<file path="src/hdl/assert_macros.svh">
// Assertion macros included by the top-level RTL file.
`ifndef ASSERT_MACROS_SVH
`define ASSERT_MACROS_SVH
`ifndef SYNTHESIS
`define ASSERT_PROP(label, clk, rst, prop) \
   label: assert property (@(posedge clk) disable iff (rst) prop) \
      else $error("hpcr assertion failed");
`define ASSERT_ALWAYS(label, clk, prop) \
   label: assert property (@(posedge clk) prop) \
      else $error("hpcr assertion failed");
`else
`define ASSERT_PROP(label, clk, rst, prop)
`define ASSERT_ALWAYS(label, clk, prop)
`endif
`endif

</file>
<file path="src/hdl/hpcr_pkg.sv">
// Widths, constants and types for the hex position to cube rounding block.
package hpcr_pkg;

   localparam int COORD_WIDTH      = 16;
   localparam int FRAC_BITS        = 16;
   localparam int POS_WIDTH        = 32;
   localparam int CSR_WIDTH        = 32;
   localparam int CSR_ADDR_WIDTH   = 2;
   localparam int NUM_STAGES       = 6;

   localparam int DIFF_WIDTH       = POS_WIDTH + 1;
   localparam int SCALE_PROD_WIDTH = DIFF_WIDTH + CSR_WIDTH + 1;
   localparam int SCALE_WIDTH      = COORD_WIDTH + FRAC_BITS + 2;
   localparam int MAT_PROD_WIDTH   = SCALE_WIDTH + FRAC_BITS + 1;
   localparam int FRAC_WIDTH       = SCALE_WIDTH + 2;
   localparam int INT_WIDTH        = FRAC_WIDTH - FRAC_BITS + 1;
   localparam int ERR_WIDTH        = FRAC_BITS;
   localparam int REBUILD_WIDTH    = INT_WIDTH + 1;

   // matrix constants, rounded to nearest from a 32-bit fraction
   localparam logic [63:0] K32_SQRT3_3    = 64'd2479700524;
   localparam logic [63:0] K32_THIRD      = 64'd1431655765;
   localparam logic [63:0] K32_TWO_THIRDS = 64'd2863311531;
   localparam logic [63:0] RND_ADD        = 64'd1 << (31 - FRAC_BITS);
   localparam logic [63:0] KQ_SQRT3_3     = (K32_SQRT3_3 + RND_ADD) >> (32 - FRAC_BITS);
   localparam logic [63:0] KQ_THIRD       = (K32_THIRD + RND_ADD) >> (32 - FRAC_BITS);
   localparam logic [63:0] KQ_TWO_THIRDS  = (K32_TWO_THIRDS + RND_ADD) >> (32 - FRAC_BITS);
   localparam logic [FRAC_BITS-1:0] K_SQRT3_3    = KQ_SQRT3_3[FRAC_BITS-1:0];
   localparam logic [FRAC_BITS-1:0] K_THIRD      = KQ_THIRD[FRAC_BITS-1:0];
   localparam logic [FRAC_BITS-1:0] K_TWO_THIRDS = KQ_TWO_THIRDS[FRAC_BITS-1:0];

   localparam logic [FRAC_BITS-1:0] HALF = {1'b1, {(FRAC_BITS-1){1'b0}}};

   localparam logic signed [SCALE_PROD_WIDTH-1:0] SCALE_LIM =
      SCALE_PROD_WIDTH'({(COORD_WIDTH+1+FRAC_BITS){1'b1}});
   localparam logic signed [SCALE_PROD_WIDTH-1:0] SCALE_NEG_LIM = -SCALE_LIM;

   localparam logic signed [REBUILD_WIDTH-1:0] COORD_MAX =
      REBUILD_WIDTH'({(COORD_WIDTH-1){1'b1}});
   localparam logic signed [REBUILD_WIDTH-1:0] COORD_MIN = -COORD_MAX - 1;

   typedef enum logic [CSR_ADDR_WIDTH-1:0] {
      CSR_ORIENTATION    = 2'd0,
      CSR_INVERSE_RADIUS = 2'd1,
      CSR_ORIGIN_X       = 2'd2,
      CSR_ORIGIN_Z       = 2'd3
   } csr_index_type;

   typedef enum logic {
      ORIENT_POINTY = 1'b0,
      ORIENT_FLAT   = 1'b1
   } orient_type;

   typedef struct packed {
      logic signed [INT_WIDTH-1:0] value;
      logic [ERR_WIDTH-1:0]        err;
   } round_type;

endpackage

</file>
<file path="src/hdl/hpcr_round.sv">
// Round half away from zero with rounding error, one coordinate.
module hpcr_round (
   input  logic signed [hpcr_pkg::FRAC_WIDTH-1:0] frac_in,
   output hpcr_pkg::round_type                    rnd_out
);

   logic                                  neg;
   logic [hpcr_pkg::FRAC_WIDTH-1:0]       mag;
   logic [hpcr_pkg::FRAC_WIDTH:0]         mag_rnd;
   logic [hpcr_pkg::INT_WIDTH-1:0]        n_mag;
   logic [hpcr_pkg::FRAC_BITS-1:0]        frac;
   logic [hpcr_pkg::FRAC_BITS:0]          err_wide;

   always_comb begin
      neg     = frac_in[hpcr_pkg::FRAC_WIDTH-1];
      mag     = neg ? hpcr_pkg::FRAC_WIDTH'(-frac_in) : hpcr_pkg::FRAC_WIDTH'(frac_in);
      mag_rnd = {1'b0, mag} + (hpcr_pkg::FRAC_WIDTH+1)'(hpcr_pkg::HALF);
      n_mag   = mag_rnd[hpcr_pkg::FRAC_WIDTH:hpcr_pkg::FRAC_BITS];
      frac    = mag[hpcr_pkg::FRAC_BITS-1:0];
      // fraction at or above one half rounds up in magnitude
      if (frac[hpcr_pkg::FRAC_BITS-1]) begin
         err_wide = {1'b1, {hpcr_pkg::FRAC_BITS{1'b0}}} - {1'b0, frac};
      end else begin
         err_wide = {1'b0, frac};
      end
      rnd_out.value = neg ? -signed'(n_mag) : signed'(n_mag);
      rnd_out.err   = err_wide[hpcr_pkg::FRAC_BITS-1:0];
   end

endmodule

</file>
<file path="config.mk">
export PLATFORM = sky130hd
export DESIGN_NAME = hpcr_round
export DESIGN_NICKNAME = d
export VERILOG_FILES = /design/src/hdl/assert_macros.svh /design/src/hdl/hpcr_pkg.sv /design/src/hdl/hpcr_round.sv
export SDC_FILE = /design/constraint.sdc
export NUM_CORES = 1
export LEC_CHECK = 0
export ABC_AREA = 1
export BUFFER_PORTS_ARGS = -buffer_cell sky130_fd_sc_hd__buf_4
export CAP_MARGIN = 0
export CORE_ASPECT_RATIO = 0.9
export CORE_MARGIN = 1
export CORE_UTILIZATION = 60
export DETAILED_ROUTE_END_ITERATION = 16
export PLACE_DENSITY = 0.89
export SYNTH_ARGS = -nofsm -noshare
export SYNTH_HDL_FRONTEND = slang
export SYNTH_SLANG_ARGS = --single-unit
</file>
<file path="constraint.sdc">
create_clock -name vclk -period 4.4
set_clock_uncertainty 0.2 [all_clocks]
set_input_delay 0.44 -clock vclk [all_inputs]
set_output_delay 0.44 -clock vclk [all_outputs]
set_load 0.01 [all_outputs]
</file>
==> results.cfg <==
[sta]
final.period_utilization_pct = 86.1
timing_hold_violations_final = 0
final_period_minus_worst_setup_slack_ns = 3.79
holdWs_ns = 0.895
relSlewSlack_pct = 59.7
setup_tns_ns = 0
final_critical_path_setup_slack_ns = 0.613
rsz_0062_raised_after_global_routing = false
final_setup_viols = 0
worstMarginPinSlew_ns = 0.604
drv_slew = 0
achievable-frequency_ghz = 0.264

[setup_path]
cp_data_arrival_time_ns = 3.15
critical_path.max_fanout = 4
critical_path_class = in -> out
cp_data_required_time_ns = 3.76
setup.worst_path.start_class = input port
timing.critical_path.to_type = output port
timing.critical_path.from = frac_in[0]

[drt]
num_vias = 3490
drc_violation_total_after_the_first_tritonroute_iteration = 210
ant_nets = 0
drt-total-wl_um = 7760
dr.pass1.iters = 5
detail_route.drc_violations = 0
via_per_inst = 5.22
drt_wl_cell_um = 11.6

[power_and_ir_drop]
irDropWorstVdd_mv = 0.124
totalPowerFinal_mw = 0.398
power_leakage_nw = 1.83
clockPowerShare_pct = 0
flop_pwr_share_pct = 0
combPwrFrac_pct = 100.0
total_switching_power_mw = 0.230
switching_share_pct = 57.7
cell_internal_pwr_mw = 0.168
pwr_density_cell_nw_per_um2 = 120

[yosys]
synth.top_cells.by_area = sky130_fd_sc_hd__nand2_1 (25%), sky130_fd_sc_hd__inv_1 (11%), sky130_fd_sc_hd__nor2_1 (10%)
part_of_the_yosys_area_used_for_sequential_elements_pct = 0
syn-cell-area_um2 = 2730
post-synth-top-count-cell = sky130_fd_sc_hd__nand2_1
syn_area_per_cell_um2 = 5.04
netlist.area_leader.share_pct = 25.0
synthesis.instances = 542
cell_type_contributing_the_most_total_cell_area_after_synthesis = sky130_fd_sc_hd__nand2_1
synthesis.nets = 581
synthTopCellsByCount = sky130_fd_sc_hd__nand2_1 (182), sky130_fd_sc_hd__inv_1 (79), sky130_fd_sc_hd__nor2_1 (76), sky130_fd_sc_hd__nand3_1 (37), sky130_fd_sc_hd__xor2_1 (25)
post_synth_num_cell_types = 35
yosys_warnings = 0

[die]
die_h_um = 66.0
core-area_um2 = 4210
die_area_um2 = 4820
io_pins = 73
floorplan.rows = 22
initial_core_util_pct = 64.8
die_w_um = 73.1

[final_layout]
multi_input_comb_area_um2 = 2370
n_sequential_cell = 0
final_cells = 668
layout.nets = 649
post-route-util_pct = 78.7
number_of_diodes_added_for_antenna_fixing = 0
stdcell_area_um2 = 3310
share_of_cells_above_drive_strength_1_pct = 22.7
fill_cells = 372
ff_latch_area_um2 = 0
clockBufferCount = 0
syn_to_final_growth_pct = 21.4

[global_routing]
number_of_antenna_violations_at_the_first_check_in_global_routing = 0
met2_use_gr_pct = 58.6
grt_max_degree = 58
grt_remaining_overflow = 0
via_count_of_the_first_global_routing_pass = 3103
met3_grt_util_pct = 1.68
grt_use_total_pct = 33.6
grt_util_met1_pct = 46.3
grt_pass1_wl_um = 13200
global_route.peak_usage_layer = met2

[placed_design]
place.port_buffers = 73
hpwlAfterDp_um = 6740
placedInstanceArea_um2 = 3310
placedCellCount = 668
routabilityCongestion = 0.934
pre_cts_ws_ns = 0.644

[run_status]
run_status = finished, final reports clean

[clock_network]
holdBufCountCts = 0
post-cts-setup-buffer-count = 0
cts-resized-gates = 0

[job]
drv_cap = 0

[worst_hold_path]
holdPathStages = 2
hold_path_class = in -> out
min_to = rnd_out[0]
hold_start = frac_in[0]
[kinds of logic (layout without fill, tap and decap cells)]
family	count (synthesis)	in the layout	synth area share [%]
AO/OA/AOI/OAI	28	28	6.60
XOR/XNOR	45	45	14.7
buffers and inverters	90	156	13.2
AND/OR/NAND/NOR	376	376	64.2
adder cells (fa/ha/maj)	3	3	1.38
[cells in the final DEF, fill, tap and decap left out, types with 3 or more instances in the layout]
master / netlist / final
sky130_fd_sc_hd__nand2_1: 182 / 182
sky130_fd_sc_hd__inv_1: 79 / 79
sky130_fd_sc_hd__nor2_1: 76 / 76
sky130_fd_sc_hd__buf_4: 3 / 75
sky130_fd_sc_hd__nand3_1: 37 / 37
sky130_fd_sc_hd__xor2_1: 25 / 25
sky130_fd_sc_hd__nand2_2: 21 / 21
sky130_fd_sc_hd__xnor2_1: 19 / 19
sky130_fd_sc_hd__nand4_1: 14 / 14
sky130_fd_sc_hd__o21ai_0: 13 / 13
sky130_fd_sc_hd__nor2_2: 12 / 12
sky130_fd_sc_hd__nor2_4: 6 / 6
sky130_fd_sc_hd__nand3b_1: 6 / 6
sky130_fd_sc_hd__nand3_2: 6 / 6
sky130_fd_sc_hd__o21ai_2: 5 / 5
sky130_fd_sc_hd__nor3_1: 3 / 3
sky130_fd_sc_hd__nand2_4: 3 / 3
sky130_fd_sc_hd__or2_2: 3 / 3
sky130_fd_sc_hd__ha_1: 3 / 3
[critical path, cell delays in order]
cell and delay (ns):
sky130_fd_sc_hd__buf_4 0.13, sky130_fd_sc_hd__inv_1 0.08, sky130_fd_sc_hd__ha_1 0.21, sky130_fd_sc_hd__nand2_2 0.11, sky130_fd_sc_hd__nor2_4 0.16, sky130_fd_sc_hd__nand3b_1 0.11
sky130_fd_sc_hd__nand3b_1 0.09, sky130_fd_sc_hd__nand2_1 0.09, sky130_fd_sc_hd__ha_1 0.26, sky130_fd_sc_hd__nand3_4 0.13, sky130_fd_sc_hd__xor2_1 0.27, sky130_fd_sc_hd__nand3_1 0.16
sky130_fd_sc_hd__nor2_2 0.15, sky130_fd_sc_hd__nand2_1 0.10, sky130_fd_sc_hd__nor2_2 0.17, sky130_fd_sc_hd__nand2_1 0.07, sky130_fd_sc_hd__nand2_1 0.09, sky130_fd_sc_hd__xor2_1 0.19
sky130_fd_sc_hd__buf_4 0.15
[power by group through the flow]
| stage | Sequential (mW) | Clock (mW) | Combinational [mW] |
|---|---|---|---|
| 3_5_place_dp | 0 | 0 | 0.394 |
| 2_1_floorplan | 0 | 0 | 0.244 |
| 3_3_place_gp | 0 | 0 | 0.387 |
| 5_1_grt | 0 | 0 | 0.438 |
| 6_report | 0 | 0 | 0.398 |
| 4_1_cts | 0 | 0 | 0.396 |
[final cells by class]
| type | instances | area share, % |
|---|---|---|
| multi-input cells | 452 | 71.6 |
| inverters | 81 | 9.18 |
| repair buffers | 75 | 17.0 |
| well taps | 60 | 2.27 |
[layer usage]
metal | vias to the layer above | part of all wire (%)
met5 | - | 0
met4 | 0 | 1.0
met3 | 8 | 7.4
met2 | 138 | 46
met1 | 1537 | 46
li1 | 1807 | -
[worst max-delay path by stage]
stage                     slack, ns     endpoint
after CTS                      0.64  rnd_out[32]
after global routing           0.25  rnd_out[32]
final                          0.61  rnd_out[32]
after detailed placement       0.64  rnd_out[32]
after global placement         0.75  rnd_out[30]
after floorplan                0.97  rnd_out[32]
Note: power is estimated with default switching activity, not from simulation.
